### config.mk
export PLATFORM = sky130hd
export DESIGN_NAME = subchannel_descriptor_decode_top
export DESIGN_NICKNAME = d
export VERILOG_FILES = /design/src/rtl/core/scdd_pkg.sv /design/src/rtl/core/subchannel_descriptor_decode_top.sv
export SDC_FILE = /design/constraint.sdc
export NUM_CORES = 1
export LEC_CHECK = 0
export ABC_AREA = 0
export BUFFER_PORTS_ARGS = -buffer_cell sky130_fd_sc_hd__buf_2
export CAP_MARGIN = 10
export CORE_ASPECT_RATIO = 1.4
export CORE_MARGIN = 3
export CORE_UTILIZATION = 55
export CTS_CLUSTER_DIAMETER = 60
export DETAILED_ROUTE_END_ITERATION = 8
export HOLD_SLACK_MARGIN = 0.15
export PLACE_DENSITY = 0.77
export SLEW_MARGIN = 20
export SYNTH_ARGS = -nofsm -noshare
export SYNTH_HDL_FRONTEND = slang
export SYNTH_SLANG_ARGS = --single-unit
### constraint.sdc
create_clock -name clk -period 8.5 [get_ports clk]
set_clock_uncertainty 0.2 [all_clocks]
set_input_delay 1.7 -clock clk [delete_from_list [all_inputs] [get_ports clk]]
set_output_delay 1.7 -clock clk [all_outputs]
set_load 0.005 [all_outputs]
### src/rtl/core/scdd_pkg.sv
`timescale 1ns / 1ps
// ----------------------------------------------------------------------------
// Subchannel descriptor decode package
// Shared widths, the short form lookup table and the reciprocal constants
// used to divide the long form size by the small divisors of each level.
// ----------------------------------------------------------------------------
package scdd_pkg;

  localparam int unsigned InW     = 32;
  localparam int unsigned OutW    = 48;
  localparam int unsigned UserW   = 2;
  localparam int unsigned SizeW   = 10;
  localparam int unsigned RateW   = 12;
  localparam int unsigned LevelW  = 3;
  localparam int unsigned BytesW  = 3;
  localparam int unsigned RecipW  = 15;
  localparam int unsigned RecipSh = 16;
  localparam int unsigned QuotW   = 8;
  localparam int unsigned ProdW   = SizeW + RecipW;

  localparam logic [2:0] OptEep = 3'd0;
  localparam logic [2:0] OptAlt = 3'd1;

  localparam logic [BytesW-1:0] BytesShort = 3'd3;
  localparam logic [BytesW-1:0] BytesLong  = 3'd4;

  typedef struct packed {
    logic [SizeW-1:0]  size;
    logic [LevelW-1:0] level;
    logic [RateW-1:0]  rate;
  } short_entry_t;

  function automatic short_entry_t short_lookup(input logic [5:0] idx);
    short_entry_t e;
    case (idx)
      6'd0:  e = '{10'd16,  3'd5, 12'd32};
      6'd1:  e = '{10'd21,  3'd4, 12'd32};
      6'd2:  e = '{10'd24,  3'd3, 12'd32};
      6'd3:  e = '{10'd29,  3'd2, 12'd32};
      6'd4:  e = '{10'd35,  3'd1, 12'd32};
      6'd5:  e = '{10'd24,  3'd5, 12'd48};
      6'd6:  e = '{10'd29,  3'd4, 12'd48};
      6'd7:  e = '{10'd35,  3'd3, 12'd48};
      6'd8:  e = '{10'd42,  3'd2, 12'd48};
      6'd9:  e = '{10'd52,  3'd1, 12'd48};
      6'd10: e = '{10'd29,  3'd5, 12'd56};
      6'd11: e = '{10'd35,  3'd4, 12'd56};
      6'd12: e = '{10'd42,  3'd3, 12'd56};
      6'd13: e = '{10'd52,  3'd2, 12'd56};
      6'd14: e = '{10'd32,  3'd5, 12'd64};
      6'd15: e = '{10'd42,  3'd4, 12'd64};
      6'd16: e = '{10'd48,  3'd3, 12'd64};
      6'd17: e = '{10'd58,  3'd2, 12'd64};
      6'd18: e = '{10'd70,  3'd1, 12'd64};
      6'd19: e = '{10'd40,  3'd5, 12'd80};
      6'd20: e = '{10'd52,  3'd4, 12'd80};
      6'd21: e = '{10'd58,  3'd3, 12'd80};
      6'd22: e = '{10'd70,  3'd2, 12'd80};
      6'd23: e = '{10'd84,  3'd1, 12'd80};
      6'd24: e = '{10'd48,  3'd5, 12'd96};
      6'd25: e = '{10'd58,  3'd4, 12'd96};
      6'd26: e = '{10'd70,  3'd3, 12'd96};
      6'd27: e = '{10'd84,  3'd2, 12'd96};
      6'd28: e = '{10'd104, 3'd1, 12'd96};
      6'd29: e = '{10'd58,  3'd5, 12'd112};
      6'd30: e = '{10'd70,  3'd4, 12'd112};
      6'd31: e = '{10'd84,  3'd3, 12'd112};
      6'd32: e = '{10'd104, 3'd2, 12'd112};
      6'd33: e = '{10'd64,  3'd5, 12'd128};
      6'd34: e = '{10'd84,  3'd4, 12'd128};
      6'd35: e = '{10'd96,  3'd3, 12'd128};
      6'd36: e = '{10'd116, 3'd2, 12'd128};
      6'd37: e = '{10'd140, 3'd1, 12'd128};
      6'd38: e = '{10'd80,  3'd5, 12'd160};
      6'd39: e = '{10'd104, 3'd4, 12'd160};
      6'd40: e = '{10'd116, 3'd3, 12'd160};
      6'd41: e = '{10'd140, 3'd2, 12'd160};
      6'd42: e = '{10'd168, 3'd1, 12'd160};
      6'd43: e = '{10'd96,  3'd5, 12'd192};
      6'd44: e = '{10'd116, 3'd4, 12'd192};
      6'd45: e = '{10'd140, 3'd3, 12'd192};
      6'd46: e = '{10'd168, 3'd2, 12'd192};
      6'd47: e = '{10'd208, 3'd1, 12'd192};
      6'd48: e = '{10'd116, 3'd5, 12'd224};
      6'd49: e = '{10'd140, 3'd4, 12'd224};
      6'd50: e = '{10'd168, 3'd3, 12'd224};
      6'd51: e = '{10'd208, 3'd2, 12'd224};
      6'd52: e = '{10'd232, 3'd1, 12'd224};
      6'd53: e = '{10'd128, 3'd5, 12'd256};
      6'd54: e = '{10'd168, 3'd4, 12'd256};
      6'd55: e = '{10'd192, 3'd3, 12'd256};
      6'd56: e = '{10'd232, 3'd2, 12'd256};
      6'd57: e = '{10'd280, 3'd1, 12'd256};
      6'd58: e = '{10'd160, 3'd5, 12'd320};
      6'd59: e = '{10'd208, 3'd4, 12'd320};
      6'd60: e = '{10'd280, 3'd2, 12'd320};
      6'd61: e = '{10'd192, 3'd5, 12'd384};
      6'd62: e = '{10'd280, 3'd3, 12'd384};
      6'd63: e = '{10'd416, 3'd1, 12'd384};
      default: e = '0;
    endcase
    return e;
  endfunction

  // Reciprocals are ceil(2^16 / divisor); exact for every 10-bit size.
  function automatic logic [RecipW-1:0] recip_lookup(input logic alt, input logic [1:0] lv);
    logic [RecipW-1:0] r;
    case ({alt, lv})
      3'b000:  r = 15'd5462;
      3'b001:  r = 15'd8192;
      3'b010:  r = 15'd10923;
      3'b011:  r = 15'd16384;
      3'b100:  r = 15'd2428;
      3'b101:  r = 15'd3121;
      3'b110:  r = 15'd3641;
      3'b111:  r = 15'd4370;
      default: r = '0;
    endcase
    return r;
  endfunction

endpackage

### src/rtl/core/subchannel_descriptor_decode_top.sv
`timescale 1ns / 1ps
// ----------------------------------------------------------------------------
// Subchannel descriptor decode
// Decodes one 32-bit subchannel organisation descriptor per beat into its
// identifier, start address, size, protection level and bit rate.
// ----------------------------------------------------------------------------
// Usage:
// The input channel (in_*) carries one descriptor word per beat, first
// transmitted bit in bit 31. The output channel (out_*) carries one decoded
// record per input beat, in the same order.
// An accepted input beat passes through the input register, then the table
// lookup and the reciprocal multiply that divides the long form size, then
// the output register that drives out_tvalid.
// Throughput is one beat per cycle while the receiver does not stall; the
// single multiplier in the decode stage is the longest path.
// Reset clears both valid flags; the block is ready in the first cycle after
// reset is released. When the receiver stalls, the output register holds its
// beat, the input register fills, and in_tready then drops until the
// receiver takes a beat again.
// ----------------------------------------------------------------------------
module subchannel_descriptor_decode_top (
  input  logic                        clk,
  input  logic                        rst_n,
  input  logic                        in_tvalid,
  output logic                        in_tready,
  // [31:0] descriptor_word
  input  logic [scdd_pkg::InW-1:0]    in_tdata,
  output logic                        out_tvalid,
  input  logic                        out_tready,
  // [5:0] subchannel_id, [15:6] start_address, [18:16] protection_level,
  // [28:19] size_units, [40:29] bit_rate, [43:41] descriptor_bytes, [47:44] zero
  output logic [scdd_pkg::OutW-1:0]   out_tdata,
  // [0] short_form, [1] record_valid
  output logic [scdd_pkg::UserW-1:0]  out_tuser
);

  logic                       s1_valid_r, s1_valid_nxt;
  logic [scdd_pkg::InW-1:0]   word_r;
  logic                       out_valid_r, out_valid_nxt;
  logic [scdd_pkg::OutW-1:0]  data_r, data_nxt;
  logic [scdd_pkg::UserW-1:0] user_r, user_nxt;
  logic                       s2_ld;
  logic                       in_acc;

  scdd_pkg::short_entry_t          sh;
  logic [2:0]                      opt;
  logic [1:0]                      lv;
  logic [scdd_pkg::SizeW-1:0]      sz;
  logic [scdd_pkg::RecipW-1:0]     recip;
  logic [scdd_pkg::ProdW-1:0]      prod;
  logic [scdd_pkg::QuotW-1:0]      quot;
  logic [scdd_pkg::LevelW-1:0]     level;
  logic [scdd_pkg::SizeW-1:0]      size;
  logic [scdd_pkg::RateW-1:0]      rate;
  logic [scdd_pkg::BytesW-1:0]     nbytes;
  logic                            is_short;
  logic                            rec_valid;

  assign s2_ld     = !out_valid_r || out_tready;
  assign in_tready = !s1_valid_r || s2_ld;
  assign in_acc    = in_tvalid && in_tready;

  assign s1_valid_nxt  = in_acc ? 1'b1 : (s2_ld ? 1'b0 : s1_valid_r);
  assign out_valid_nxt = s2_ld ? s1_valid_r : out_valid_r;

  always_ff @(posedge clk) begin
    if (!rst_n) begin
      s1_valid_r  <= 1'b0;
      out_valid_r <= 1'b0;
    end else begin
      s1_valid_r  <= s1_valid_nxt;
      out_valid_r <= out_valid_nxt;
    end
  end

  always_ff @(posedge clk) begin
    if (in_acc) begin
      word_r <= in_tdata;
    end
    if (s2_ld && s1_valid_r) begin
      data_r <= data_nxt;
      user_r <= user_nxt;
    end
  end

  assign sh    = scdd_pkg::short_lookup(word_r[13:8]);
  assign opt   = word_r[14:12];
  assign lv    = word_r[11:10];
  assign sz    = word_r[9:0];
  assign recip = scdd_pkg::recip_lookup(opt == scdd_pkg::OptAlt, lv);
  assign prod  = sz * recip;
  assign quot  = prod[scdd_pkg::RecipSh +: scdd_pkg::QuotW];

  always_comb begin
    is_short  = 1'b0;
    rec_valid = 1'b1;
    level     = '0;
    size      = '0;
    rate      = '0;
    nbytes    = scdd_pkg::BytesLong;
    if (!word_r[15]) begin
      is_short = 1'b1;
      level    = sh.level;
      size     = sh.size;
      rate     = sh.rate;
      nbytes   = scdd_pkg::BytesShort;
    end else if (opt == scdd_pkg::OptEep) begin
      level = {1'b0, lv};
      size  = sz;
      rate  = {1'b0, quot, 3'b000};
    end else if (opt == scdd_pkg::OptAlt) begin
      level = {1'b1, lv};
      size  = sz;
      rate  = {quot[6:0], 5'b00000};
    end else begin
      rec_valid = 1'b0;
    end
  end

  assign data_nxt = {4'b0000, nbytes, rate, size, level, word_r[25:16], word_r[31:26]};
  assign user_nxt = {rec_valid, is_short};

  assign out_tvalid = out_valid_r;
  assign out_tdata  = data_r;
  assign out_tuser  = user_r;

`ifndef SYNTHESIS
  a_ready_only_when_full: assert property (@(posedge clk) disable iff (!rst_n)
    !in_tready |-> (s1_valid_r && out_valid_r && !out_tready))
    else $error("in_tready low while the pipeline has room");

  a_id_follows_word: assert property (@(posedge clk) disable iff (!rst_n)
    (s1_valid_r && s2_ld) |=> (out_tvalid && out_tdata[5:0] == $past(word_r[31:26])))
    else $error("decoded identifier does not match the staged word");

  a_invalid_zeroed: assert property (@(posedge clk) disable iff (!rst_n)
    (out_tvalid && !out_tuser[1]) |-> (out_tdata[40:16] == '0 && !out_tuser[0]))
    else $error("invalid record carries nonzero fields");

  a_short_bytes: assert property (@(posedge clk) disable iff (!rst_n)
    (out_tvalid && out_tuser[0]) |->
      (out_tdata[43:41] == scdd_pkg::BytesShort && out_tdata[18:16] != 3'd0 && out_tuser[1]))
    else $error("short form record has wrong length or level");
`endif

endmodule

**Word-level counts from Yosys, hierarchy flattened**

Memories as Yosys holds them, arrays and structs flattened. A register that Yosys moved wholly into a read port is not among the register bits.
Index checks and enable logic that the tools add are counted.

- Input bits: 36
- Memories: 2
- Output and inout bits: 52
- Bits in read-only memories: 1272
- Bits in registers: 80

Memories:

| name | words | bits a word | rd ports | clocked after Yosys merged registers in | write ports | line | RTL |
|---|---|---|---|---|---|---|---|
| (name not given) | 64 | 18 | 1 | 1 | 0 | scdd_pkg.sv:35 | `case (idx)` |
| (name not given) | 8 | 15 | 1 | 0 | 0 | scdd_pkg.sv:108 | `case ({alt, lv})` |

- Multipliers: 1
- Equal/unequal tests: 1
- Reductions and logical operators: 9
- Multiplexer cells: 15
- Bitwise gates (word level): 1

Operators by type and width:

| cell | count |
|---|---|
| two-way mux 12 bit | 3 |
| two-way mux 10 bit | 3 |
| multiplier 10 x 15 -> 24 bit | 1 |
| two-way mux 3 bit | 4 |
| two-way mux 6 bit | 1 |
| two-way mux 1 bit | 4 |
| equality test 3 x 1 -> 1 bit (second input constant) | 1 |
| logical NOT 3 bit | 1 |
| logical AND 1 bit | 2 |
| logical NOT 1 bit | 2 |
| logical OR 1 bit | 2 |
| nonzero test 2 bit | 1 |
| OR reduction 2 bit | 1 |
| inverter 1 bit | 1 |

**Longest topological paths before layout**

Gate-level depths: netlist of the first run.
An unclocked memory read counts as a cell.

- Word-level depth: 6
- Depth in mapped cells: 25
- Mapped depth without buffers: 23

**Worst setup path before layout of the first run**

OpenSTA, ideal clock, no wires.

- Kind: register to register
- Start point: register word_r[13] in the netlist's numbering
- End point: register data_r, in the netlist out_tdata[38] (data pin)
- Data arrival time: 6508 ps
- Required time: 8043 ps
- Buffers on the path: 3
- Stages on the path, launching flop included: 24
- Setup slack: 1535 ps
- Cell sequence: edfxtp_1 > or3b_4 > clkbuf_1 > nand2b_1 > clkbuf_1 > clkbuf_1 > nand2_1 > nor2_1 > fa_1 > fa_1 > fa_1 > fa_1 > inv_1 > fa_1 > inv_1 > ha_1 > and3_1 > a221oi_1 > o21ai_0 > a2111oi_4 > o21bai_2 > nor2b_1 > a2111o_1 > a32o_1

- Longest elaborated chain between the ends: 6

RTL lines:

| what | line | RTL |
|---|---|---|
| from (decl) | subchannel_descriptor_decode_top.sv:38 | `logic [scdd_pkg::InW-1:0] word_r;` |
| from (signal assigned) | subchannel_descriptor_decode_top.sv:78 | `word_r <= in_tdata;` |
| equality test 3 x 1 -> 1 bit | subchannel_descriptor_decode_top.sv:90, subchannel_descriptor_decode_top.sv:111 |  |
| memory read (8 x 15 bit) | n/a |  |
| multiplier 10 x 15 -> 24 bit | subchannel_descriptor_decode_top.sv:91 | `assign prod = sz * recip;` |
| two-way mux 12 bit | subchannel_descriptor_decode_top.sv:111 | `end else if (opt == scdd_pkg::OptAlt) begin` |
| two-way mux 12 bit (*) | subchannel_descriptor_decode_top.sv:107 | `end else if (opt == scdd_pkg::OptEep) begin` |
| two-way mux 12 bit (*) | subchannel_descriptor_decode_top.sv:101 | `if (!word_r[15]) begin` |
| to (signal assigned) | subchannel_descriptor_decode_top.sv:81 | `data_r <= data_nxt;` |
| to (decl) | subchannel_descriptor_decode_top.sv:40 | `logic [scdd_pkg::OutW-1:0] data_r, data_nxt;` |

Every way passes the cells marked *; elsewhere a longest branch is shown, timed or not.
A chain may end at the register's enable or synchronous reset.

**Worst setup path after layout of the first run**

Ends and elaborated chain as after synthesis.

==> results.md, run 1 <==
- The share of total power dissipated in sequential elements is 28.0%.
- The row count is 53.
- The die is 112 um wide.
- The CTS clock-pin slew for the worst setup and hold paths is 0.07 ns.
- Summing the areas of all compound-gate instances in the mapped netlist gives 11.6% of the synthesized area.
- The clock tree synthesis step divided the H-tree into 3 levels.
- The startpoint identified for the worst register-to-register timing path is word_r[13]$_DFFE_PP_.
- The Yosys step of the flow raised 0 warnings.
- Cells with a size suffix above 1 make up 12.9% of the layout.
- The total number of nets in the final design is 1127.
- The classification of the worst-slack hold path is reg -> reg.
- Multiplexer cells account for 1.76% of the synthesized area.
- After synthesis, the netlist uses 59 different library cells.
- CTS saw 93 sinks.
- Synthesis produced a netlist whose cell count is 871.
- After Yosys synthesis, XOR and XNOR cells account for 1.01% of the synthesized area.
- The worst-case vdd ir drop is 0.171 mV.
- The mean area per synthesized cell is 9.93 sq um.
- At the pin with the least slew margin, the transition time is 0.821 ns.
- Summed over its instances, the top area cell type makes up 25.3% of the synthesized netlist area.
- Dividing the detail-routed wire length by the instance count gives 19.7 um.
- The main combinational cell family by area after synthesis is adder cells.
- After synthesis, the cell types taking the most area are sky130_fd_sc_hd__edfxtp_1 25%, sky130_fd_sc_hd__fa_1 23%, sky130_fd_sc_hd__ha_1 10%.
- For this design the static power due to leakage is 4.55 nW.
- The most area-hungry cell type in the Yosys netlist is sky130_fd_sc_hd__edfxtp_1.
- The first global-routing pass estimated 35100 um of wire.
- The worst reg-to-reg setup slack is 0.95 ns.
- For this run, design rule violations remaining after detail routing come to 0.
- The number of synthesized flops with an enable pin is 73.
- The root buffer cell chosen for the clock tree is sky130_fd_sc_hd__clkbuf_16.
- The category of the critical setup timing path is reg -> reg.
- The die boundary height is 154 um.
- Global routing finished with a remaining overflow of 0.
- For the worst flop-to-flop path, the logic depth is 20.
- After floorplanning, the core was sized to cover 0.0152 sq mm.
- The total length of routed wires is 22000 um.
- In this run the worst setup path terminates at out_tdata[38]$_SDFFCE_PN0P_.
- In this run, post-CTS hold repair placed 0 buffers.
- During placement, the flow inserted port buffers numbering 80.
- Clock latency on the worst-skew pair, taken at its later pin, is 0.35 ns.
- The initial antenna violation count is 0.
- Entering global routing, the biggest net connects 35 pins.
- In this run the tightest slew margin relative to its limit is 43.7%.
- The clock passes through at most 2 buffers.
- The flow ran to the end, and the final reports show no timing, DRC or antenna violations.
- The worst register-to-register path ends at out_tdata[38]$_SDFFCE_PN0P_.
- Fill cells in the final layout number 1289.
- TritonCTS built the clock tree.
- The worst path uses 88.8% of the clock period.
- The net switching power figure is 0.801 mW.
- The clock network burns 21.8% of the power.
- The remaining antenna violation count after routing is 0.
- After synthesis the netlist holds a flip-flop and latch count of 93.
- The highest clock rate is 132 MHz.
- Dividing the detail-routed via count by the number of cells gives 5.90.
- The total via count in the routed design is 6605.
- Summing the areas of all and, or, nand and nor instances in the mapped netlist gives 14.3% of the synthesized area.
- Data on the critical path arrives at its endpoint at 7.45 ns.
- The fraction of power spent switching nets is 40.6%.
- Of all nets on the critical path, the largest fanout is 21.
- The post-synthesis instance area is 0.00865 sq mm.
- 0 antenna diodes ended up in the layout.
- Counting the buffers created by CTS gives 9.
- Post-CTS repair changed the size of 0 cells.
- In this run the worst setup path begins at word_r[13]$_DFFE_PP_.
- The number of detailed-route iterations in the first pass is 5.
- The kind of start point of the critical path is a register.
- The area growth from synthesis to final layout is 9.66%.
- The power per unit of standard cell area is 208 mW/mm^2.
- Routability-driven placement finished with a final weighted congestion of 0.976.
- The tool flagged a number of max-cap violations equal to 0.
- The source of the worst hold timing path is word_r[24]$_DFFE_PP_.
- The HPWL after detailed placement is 17200 um.
- STA classifies the critical path endpoint as a register.
- The cell-internal power is 1.17 mW.
- Setup violations remaining at the end of the flow were counted as 0.
- The full die area is 0.0173 sq mm.
- The initial standard-cell utilization of the core is 57.0%.
- The combinational share of power is 50.2%.
- At the worst endpoint, the required time is 8.40 ns.
- The detailed router finished its first iteration with 444 violations.
- The most used flip-flop cell after synthesis is sky130_fd_sc_hd__edfxtp_1.
- The number of setup buffers added after CTS is 0.
- The final number of hold-violating endpoints came to 0.
- The synthesized netlist devotes 33.1% of its cell area to adder and majority cells.
- Global routing used 25.7% of the available tracks across all layers.
- The number of primary I/O pins is 88.
- The part of the Yosys area used for sequential elements is 30.0%.
- Power comes to 1.97 mW.
- The final-report max-slew violation count is 0.
- The number of global-route vias before repair was 6802.
- Setup repair after global routing left no endpoint under its margin.
- In the synthesized netlist the async set-or-reset flop fraction comes to 0%.
- In the final timing run, aggregate negative setup slack is 0 ns.
- The worst path needs 7.55 ns of the cycle, external delays included.
placed cells by master (no fill, tap or decap), types with 4 or more instances in the layout:
cell type / n
sky130_fd_sc_hd__edfxtp_1: 73
sky130_fd_sc_hd__xnor2_1: 7
sky130_fd_sc_hd__nand3_1: 18
sky130_fd_sc_hd__mux2_2: 4
sky130_fd_sc_hd__a21o_1: 7
sky130_fd_sc_hd__o211ai_1: 10
sky130_fd_sc_hd__o311ai_0: 5
sky130_fd_sc_hd__a21oi_1: 31
sky130_fd_sc_hd__a211oi_1: 6
sky130_fd_sc_hd__a31oi_1: 5
sky130_fd_sc_hd__clkbuf_16: 9
sky130_fd_sc_hd__buf_2: 80
sky130_fd_sc_hd__nor2_1: 38
sky130_fd_sc_hd__nor3_1: 11
sky130_fd_sc_hd__and2_1: 43
sky130_fd_sc_hd__a221o_1: 4
sky130_fd_sc_hd__buf_4: 7
sky130_fd_sc_hd__a22o_1: 13
sky130_fd_sc_hd__mux2i_1: 5
sky130_fd_sc_hd__and3_1: 18
sky130_fd_sc_hd__conb_1: 7
sky130_fd_sc_hd__ha_1: 69
sky130_fd_sc_hd__inv_1: 125
sky130_fd_sc_hd__fa_1: 100
sky130_fd_sc_hd__nor2b_1: 4
sky130_fd_sc_hd__nand2_1: 110
sky130_fd_sc_hd__o21ai_0: 35
sky130_fd_sc_hd__dfxtp_1: 20
power groups by stage:
stage / Sequential (mW) / Clock, mW / Combinational (mW)
finish: 0.553 / 0.430 / 0.990
global placement: 0.562 / 0 / 0.965
detailed placement: 0.563 / 0 / 0.983
global route: 0.557 / 0.451 / 1.13
CTS: 0.553 / 0.434 / 0.992
floorplan: 0.553 / 0 / 0.733
routing by layer:
layer | up-vias | routed length (um) | share of wire, % | global-route usage (%)
met5 | - | 0 | 0 | 0
met4 | 0 | 1170 | 5.3 | 12.8
li1 | 2994 | - | - | -
met2 | 304 | 12100 | 55 | 48.0
met1 | 3231 | 7580 | 34 | 29.5
met3 | 76 | 1210 | 5.5 | 1.84
worst max-delay path, stage by stage, from the launching register on:
cell	delay, ns
sky130_fd_sc_hd__edfxtp_1	0.50
sky130_fd_sc_hd__or3b_4	0.55
sky130_fd_sc_hd__mux2i_1	0.69
sky130_fd_sc_hd__nand2_1	0.26
sky130_fd_sc_hd__fa_1	0.58
sky130_fd_sc_hd__inv_1	0.06
sky130_fd_sc_hd__fa_1	0.49
sky130_fd_sc_hd__fa_1	0.50
sky130_fd_sc_hd__fa_1	0.49
sky130_fd_sc_hd__inv_1	0.05
sky130_fd_sc_hd__fa_1	0.47
sky130_fd_sc_hd__inv_1	0.04
sky130_fd_sc_hd__ha_1	0.28
sky130_fd_sc_hd__a21o_1	0.17
sky130_fd_sc_hd__a221oi_1	0.28
sky130_fd_sc_hd__o21ai_0	0.20
sky130_fd_sc_hd__a2111oi_4	0.46
sky130_fd_sc_hd__o21bai_2	0.21
sky130_fd_sc_hd__nor2b_1	0.17
sky130_fd_sc_hd__a2111o_1	0.39
sky130_fd_sc_hd__a32o_1	0.25
worst min path at each step:
stage | to | slack, ns | cells after the start
finish | out_tdata[14]$_DFFE_PP_ | 0.22 | 0
global route | out_tdata[14]$_DFFE_PP_ | 0.23 | 0
CTS | out_tdata[14]$_DFFE_PP_ | 0.21 | 0
detailed placement | out_tdata[0]$_DFFE_PP_ | 0.20 | 0
global placement | out_tdata[12]$_DFFE_PP_ | 0.20 | 0
floorplan | out_tdata[0]$_DFFE_PP_ | 0.20 | 0
Yosys cell counts (2+ instances only):
library cell / instances
sky130_fd_sc_hd__nand3_1: 18
sky130_fd_sc_hd__buf_4: 10
sky130_fd_sc_hd__a31oi_1: 5
sky130_fd_sc_hd__buf_1: 5
sky130_fd_sc_hd__a32o_1: 2
sky130_fd_sc_hd__fa_1: 100
sky130_fd_sc_hd__nand4_1: 2
sky130_fd_sc_hd__a221o_1: 4
sky130_fd_sc_hd__a21oi_1: 31
sky130_fd_sc_hd__mux2i_1: 7
sky130_fd_sc_hd__a22o_1: 13
sky130_fd_sc_hd__or2_2: 3
sky130_fd_sc_hd__xnor2_1: 7
sky130_fd_sc_hd__nand2_1: 110
sky130_fd_sc_hd__a211oi_1: 6
sky130_fd_sc_hd__inv_1: 125
sky130_fd_sc_hd__clkbuf_1: 39
sky130_fd_sc_hd__mux2_2: 4
sky130_fd_sc_hd__or3_1: 3
sky130_fd_sc_hd__and2_1: 43
sky130_fd_sc_hd__o21a_1: 3
sky130_fd_sc_hd__o311ai_0: 5
sky130_fd_sc_hd__o2bb2ai_1: 2
sky130_fd_sc_hd__a21boi_0: 2
sky130_fd_sc_hd__o21ai_0: 35
sky130_fd_sc_hd__edfxtp_1: 73
sky130_fd_sc_hd__and3_1: 18
sky130_fd_sc_hd__ha_1: 69
sky130_fd_sc_hd__nor3_1: 11
sky130_fd_sc_hd__dfxtp_1: 20
sky130_fd_sc_hd__nand2b_1: 2
sky130_fd_sc_hd__o221ai_1: 2
sky130_fd_sc_hd__o31ai_1: 2
sky130_fd_sc_hd__xor2_1: 3
sky130_fd_sc_hd__a21o_1: 7
sky130_fd_sc_hd__a311oi_1: 3
sky130_fd_sc_hd__a221oi_1: 2
sky130_fd_sc_hd__o22ai_1: 3
sky130_fd_sc_hd__nor3b_1: 2
sky130_fd_sc_hd__o211ai_1: 10
sky130_fd_sc_hd__nor2_1: 38
sky130_fd_sc_hd__nor2b_1: 5
layout make-up:
class	count	area (sq um)	share of cell area [%]
tap	192	240	2.53
timing repair buffer	88	480	5.06
clock buffer	9	225	2.37
sequential	93	2590	27.3
clock inverter	7	92.6	0.976
inverter	125	469	4.94
multi-input combinational	605	5390	56.8
state kept, by name, indices dropped and copies added (netlist names):
register    count
out_tuser       1
out_tvalid      1
word_r         32
out_tdata      40
sh             18
s1_valid_r      1
cells by family after synthesis:
logic type | Yosys count
other | 1
AND/OR/NAND/NOR | 260
multiplexers | 13
AO/OA/AOI/OAI | 146
buffers and inverters | 179
XOR/XNOR | 10
adder cells (fa/ha/maj) | 169
flip-flops | 93
stage by stage:
stage	hold slack, ns	setup WS [ns]	util [%]	cells	instance area [sq um]
finish	0.216	0.949	62.5	1119	9490
detailed placement	0.205	1.00	60.4	1103	9170
CTS	0.215	0.955	62.5	1119	9490
global route	0.227	0.625	62.5	1119	9490
floorplan	0.200	1.53	-	877	8680
global placement	0.201	1.17	60.2	1102	9140
No activity file was read; power rests on OpenSTA's default activity.
==> inputs of run 2 (changes only) <==
- CORE_UTILIZATION: 55 -> 40
- PLACE_DENSITY: 0.77 -> 0.6
==> run 2 against run 1 <==
Effect of this change: final cell count increased by 6.1%; total power down 1.9%; sequential power about the same; clock power fell by 9.3%; worst hold slack hardly changed; global-route usage fell by 5.8 points; critical endpoint unchanged; cell area is 0.44% higher; critical path type unchanged; die area is 36% higher; sequential share of layout area decreased by 0.12 points; register-to-register slack improved by 0.04 ns; first-iteration DRC count rose by 6.5%; clock-buffer cell count is the same.
==> results.md, run 2 (synthesis gave the netlist of run 1 again) <==
- The number of buffers inserted to repair setup after CTS is 0 (unchanged).
- The number of input and output port buffers inserted is 80 (unchanged).
- Setup repair after global routing left no endpoint under its margin.
- The critical path is of the reg -> reg type.
- The power per unit of standard cell area is 203 mW/mm^2 (-2.3%).
- The final critical delay including setup and external delays is 7.51 ns (-0.0444 ns).
- The clock group share of total power is 20.2% (-1.6 points).
- The number of global-route vias before repair is 6733 (-1.0%).
- The number of placed cells counting well taps is 1171 (+6.2%).
- The final-report max-slew violation count came to 0 (unchanged).
- The final-layout setup total negative slack is 0 ns (unchanged).
- The count of max-cap constraint violations came to 0 (unchanged).
- The final weighted congestion in routability-driven placement is 0.960 (-1.7%).
- The combinational share of power was 51.2% (+1.0 points).
- The endpoint kind of the worst setup timing path is a register.
- The die boundary height is 180 um (+17%).
- The flip-flop count of the largest register, all copies and words added is 40 (unchanged).
- The fraction of power spent switching nets is 41.0% (+0.44 points).
- The end-of-flow core utilization is 44.9% (-18 points).
- The total number of nets in the final design was 1127 (unchanged).
- The number of detailed-route iterations in the first pass was 5 (unchanged).
- The initial antenna violation count came to 0 (unchanged).
- The worst-case vdd ir drop is 0.116 mV (-32%).
- The floorplan core area is 0.0212 sq mm (+40%).
- The maximum count of clock buffers along a single path is 2 (unchanged).
- The cell family contributing the most delay on the critical path is adder cells.
- The number of hold-repair buffers added at the cts stage is 0 (unchanged).
- The via-per-instance ratio is 5.50 (-6.9%).
- The delay contributed by the slowest stage of the critical path is 0.66 ns (-0.03 ns).
- The global routing usage summed across all routing layers is 20.0% (-5.8 points).
- The run finished with clean final reports.
- The number of sinks driven by the clock tree was 93 (unchanged).
- The row count is 63 (+19%).
- The most common library cell in the layout ignoring fill and taps is sky130_fd_sc_hd__inv_1.
- The largest net degree at the start of global routing came to 35 (unchanged).
- The final number of hold-violating endpoints is 0 (unchanged).
- The cell depth of the worst flop-to-flop path was 20 (unchanged).
- The largest individual stage delay along the critical path comes from the cell sky130_fd_sc_hd__mux2i_1.
- The sequential share of power came to 28.6% (+0.6 points).
- The remaining antenna violation count after routing is 0 (unchanged).
- The final-layout worst hold slack is 0.217 ns (+0.000276 ns).
- The critical path's most frequent cell is sky130_fd_sc_hd__fa_1.
- The total leakage power was 4.53 nW (-0.40%).
- The overall power of the completed layout was 1.94 mW (-1.9%).
- The clock latency reported for the late side of the worst-skew pair came to 0.35 ns (about the same).
- The worst hold path belongs to the class reg -> reg.
- The required time at the worst-slack endpoint is 8.41 ns (about the same).
- The die width is 130 um (+16%).
- The global route total overflow is 0 (unchanged).
- The number of H-tree levels is 3 (unchanged).
- The setup violation total in the final timing report is 0 (unchanged).
- The path length in cells of the critical path was 20 (unchanged).
- The relative slew slack was 38.7% (-5.1 points).
- The detailed-route DRC error count is 0 (unchanged).
- The number of DRC markers in iteration 0 is 473 (+6.5%).
- The full die area is 0.0235 sq mm (+36%).
- The final standard cell count with taps included and fillers excluded is 1187 (+6.1%).
- The number of buffers created by CTS came to 9 (unchanged).
- The total length of routed wires was 22900 um (+3.9%).
- The total via count in the routed design is 6523 (-1.2%).
- The HPWL after detailed placement is 18000 um (+4.7%).
- The routed length per placed instance is 19.3 um (-2.0%).
- The largest driver fanout on the critical path is 21 (unchanged).
- Traced cell by cell, the critical path runs through or3b_4, mux2i_1, nand2_1, fa_1, inv_1, fa_1, fa_1, fa_1, inv_1, fa_1, inv_1, ha_1, a21o_1, a221oi_1, o21ai_0, a2111oi_4, o21bai_2, nor2b_1, a2111o_1, a32o_1.
- The post-cts sizing count is 0 (unchanged).
- The share of final-layout standard cells stronger than drive strength 1 is 12.9% (unchanged).
- The worst hold path stage count is 0 (unchanged).
- The global-route wire length before repair was 36300 um (+3.5%).
- From synthesis to final layout, the design area changed by 10.1%.
- The number of buffers and inverters on the critical path was 3 (unchanged).
- The CTS clock-pin slew for the worst setup and hold paths is 0.07 ns (about the same).
- The post-route fraction of the period consumed by the critical path came to 88.3% (-0.52 points).
- The critical path arrival is 7.41 ns (-0.04 ns).
- STA classifies the critical path startpoint as a register.
- The net switching power figure is 0.794 mW (-0.83%).
- The cell-internal power is 1.14 mW (-2.6%).
- Leaving out fill and tap cells, the most frequent cells in the layout are 125 x sky130_fd_sc_hd__inv_1, 110 x sky130_fd_sc_hd__nand2_1, 100 x sky130_fd_sc_hd__fa_1, 80 x sky130_fd_sc_hd__buf_2, 73 x sky130_fd_sc_hd__edfxtp_1.
- The slew at the pin closest to its max-slew limit is 0.919 ns (+0.0986 ns).
- The CTS tree is yes.
- The initial standard-cell utilization of the core came to 40.8% (-16 points).
- The number of primary I/O pins came to 88 (unchanged).
- The highest clock rate is 133 MHz (+0.59%).
- The number of diodes is 0 (unchanged).
- The tree is rooted in a sky130_fd_sc_hd__clkbuf_16.
run 2: final cells by class:
type	count	area, sq um
repair buffers	88	460
well taps	260	325
clock buffers	9	225
fillers	2013	11700
clock inverters	7	68.8
inverters	125	469
flip-flops and latches	93	2590
multi-input cells	605	5390
run 2: routing by layer:
layer  vias up  GRT usage (%)  routed length, um
met2       209           36.5              12600
li1       3007              -                  -
met4         0           8.78                864
met1      3253           23.5               8630
met5         -              0                  0
met3        54           1.51                739
run 2: final timing paths:
path / end / slack (ns) / startpoint
worst min-delay path: out_tdata[1]$_DFFE_PP_ / 0.22 / word_r[27]$_DFFE_PP_
worst max register to register: out_tdata[38]$_SDFFCE_PN0P_ / 0.99 / word_r[13]$_DFFE_PP_
worst max-delay path: out_tdata[38]$_SDFFCE_PN0P_ / 0.99 / word_r[13]$_DFFE_PP_
worst min register to register: out_tdata[1]$_DFFE_PP_ / 0.22 / word_r[27]$_DFFE_PP_
run 2: through the flow:
| stage | area, sq um | setup slack, ns |
|---|---|---|
| 5_1_grt | 9530 | 0.641 |
| 4_1_cts | 9530 | 1.02 |
| 2_1_floorplan | 8680 | 1.53 |
| 3_5_place_dp | 9240 | 1.03 |
| 6_report | 9530 | 0.993 |
| 3_3_place_gp | 9240 | 1.19 |
run 2: power groups by stage:
stage	Clock, mW	Combinational, mW	Sequential, mW
6_report	0.390	0.992	0.554
3_3_place_gp	0	0.978	0.563
3_5_place_dp	0	0.997	0.563
5_1_grt	0.422	1.13	0.557
2_1_floorplan	0	0.733	0.553
4_1_cts	0.401	1.00	0.553
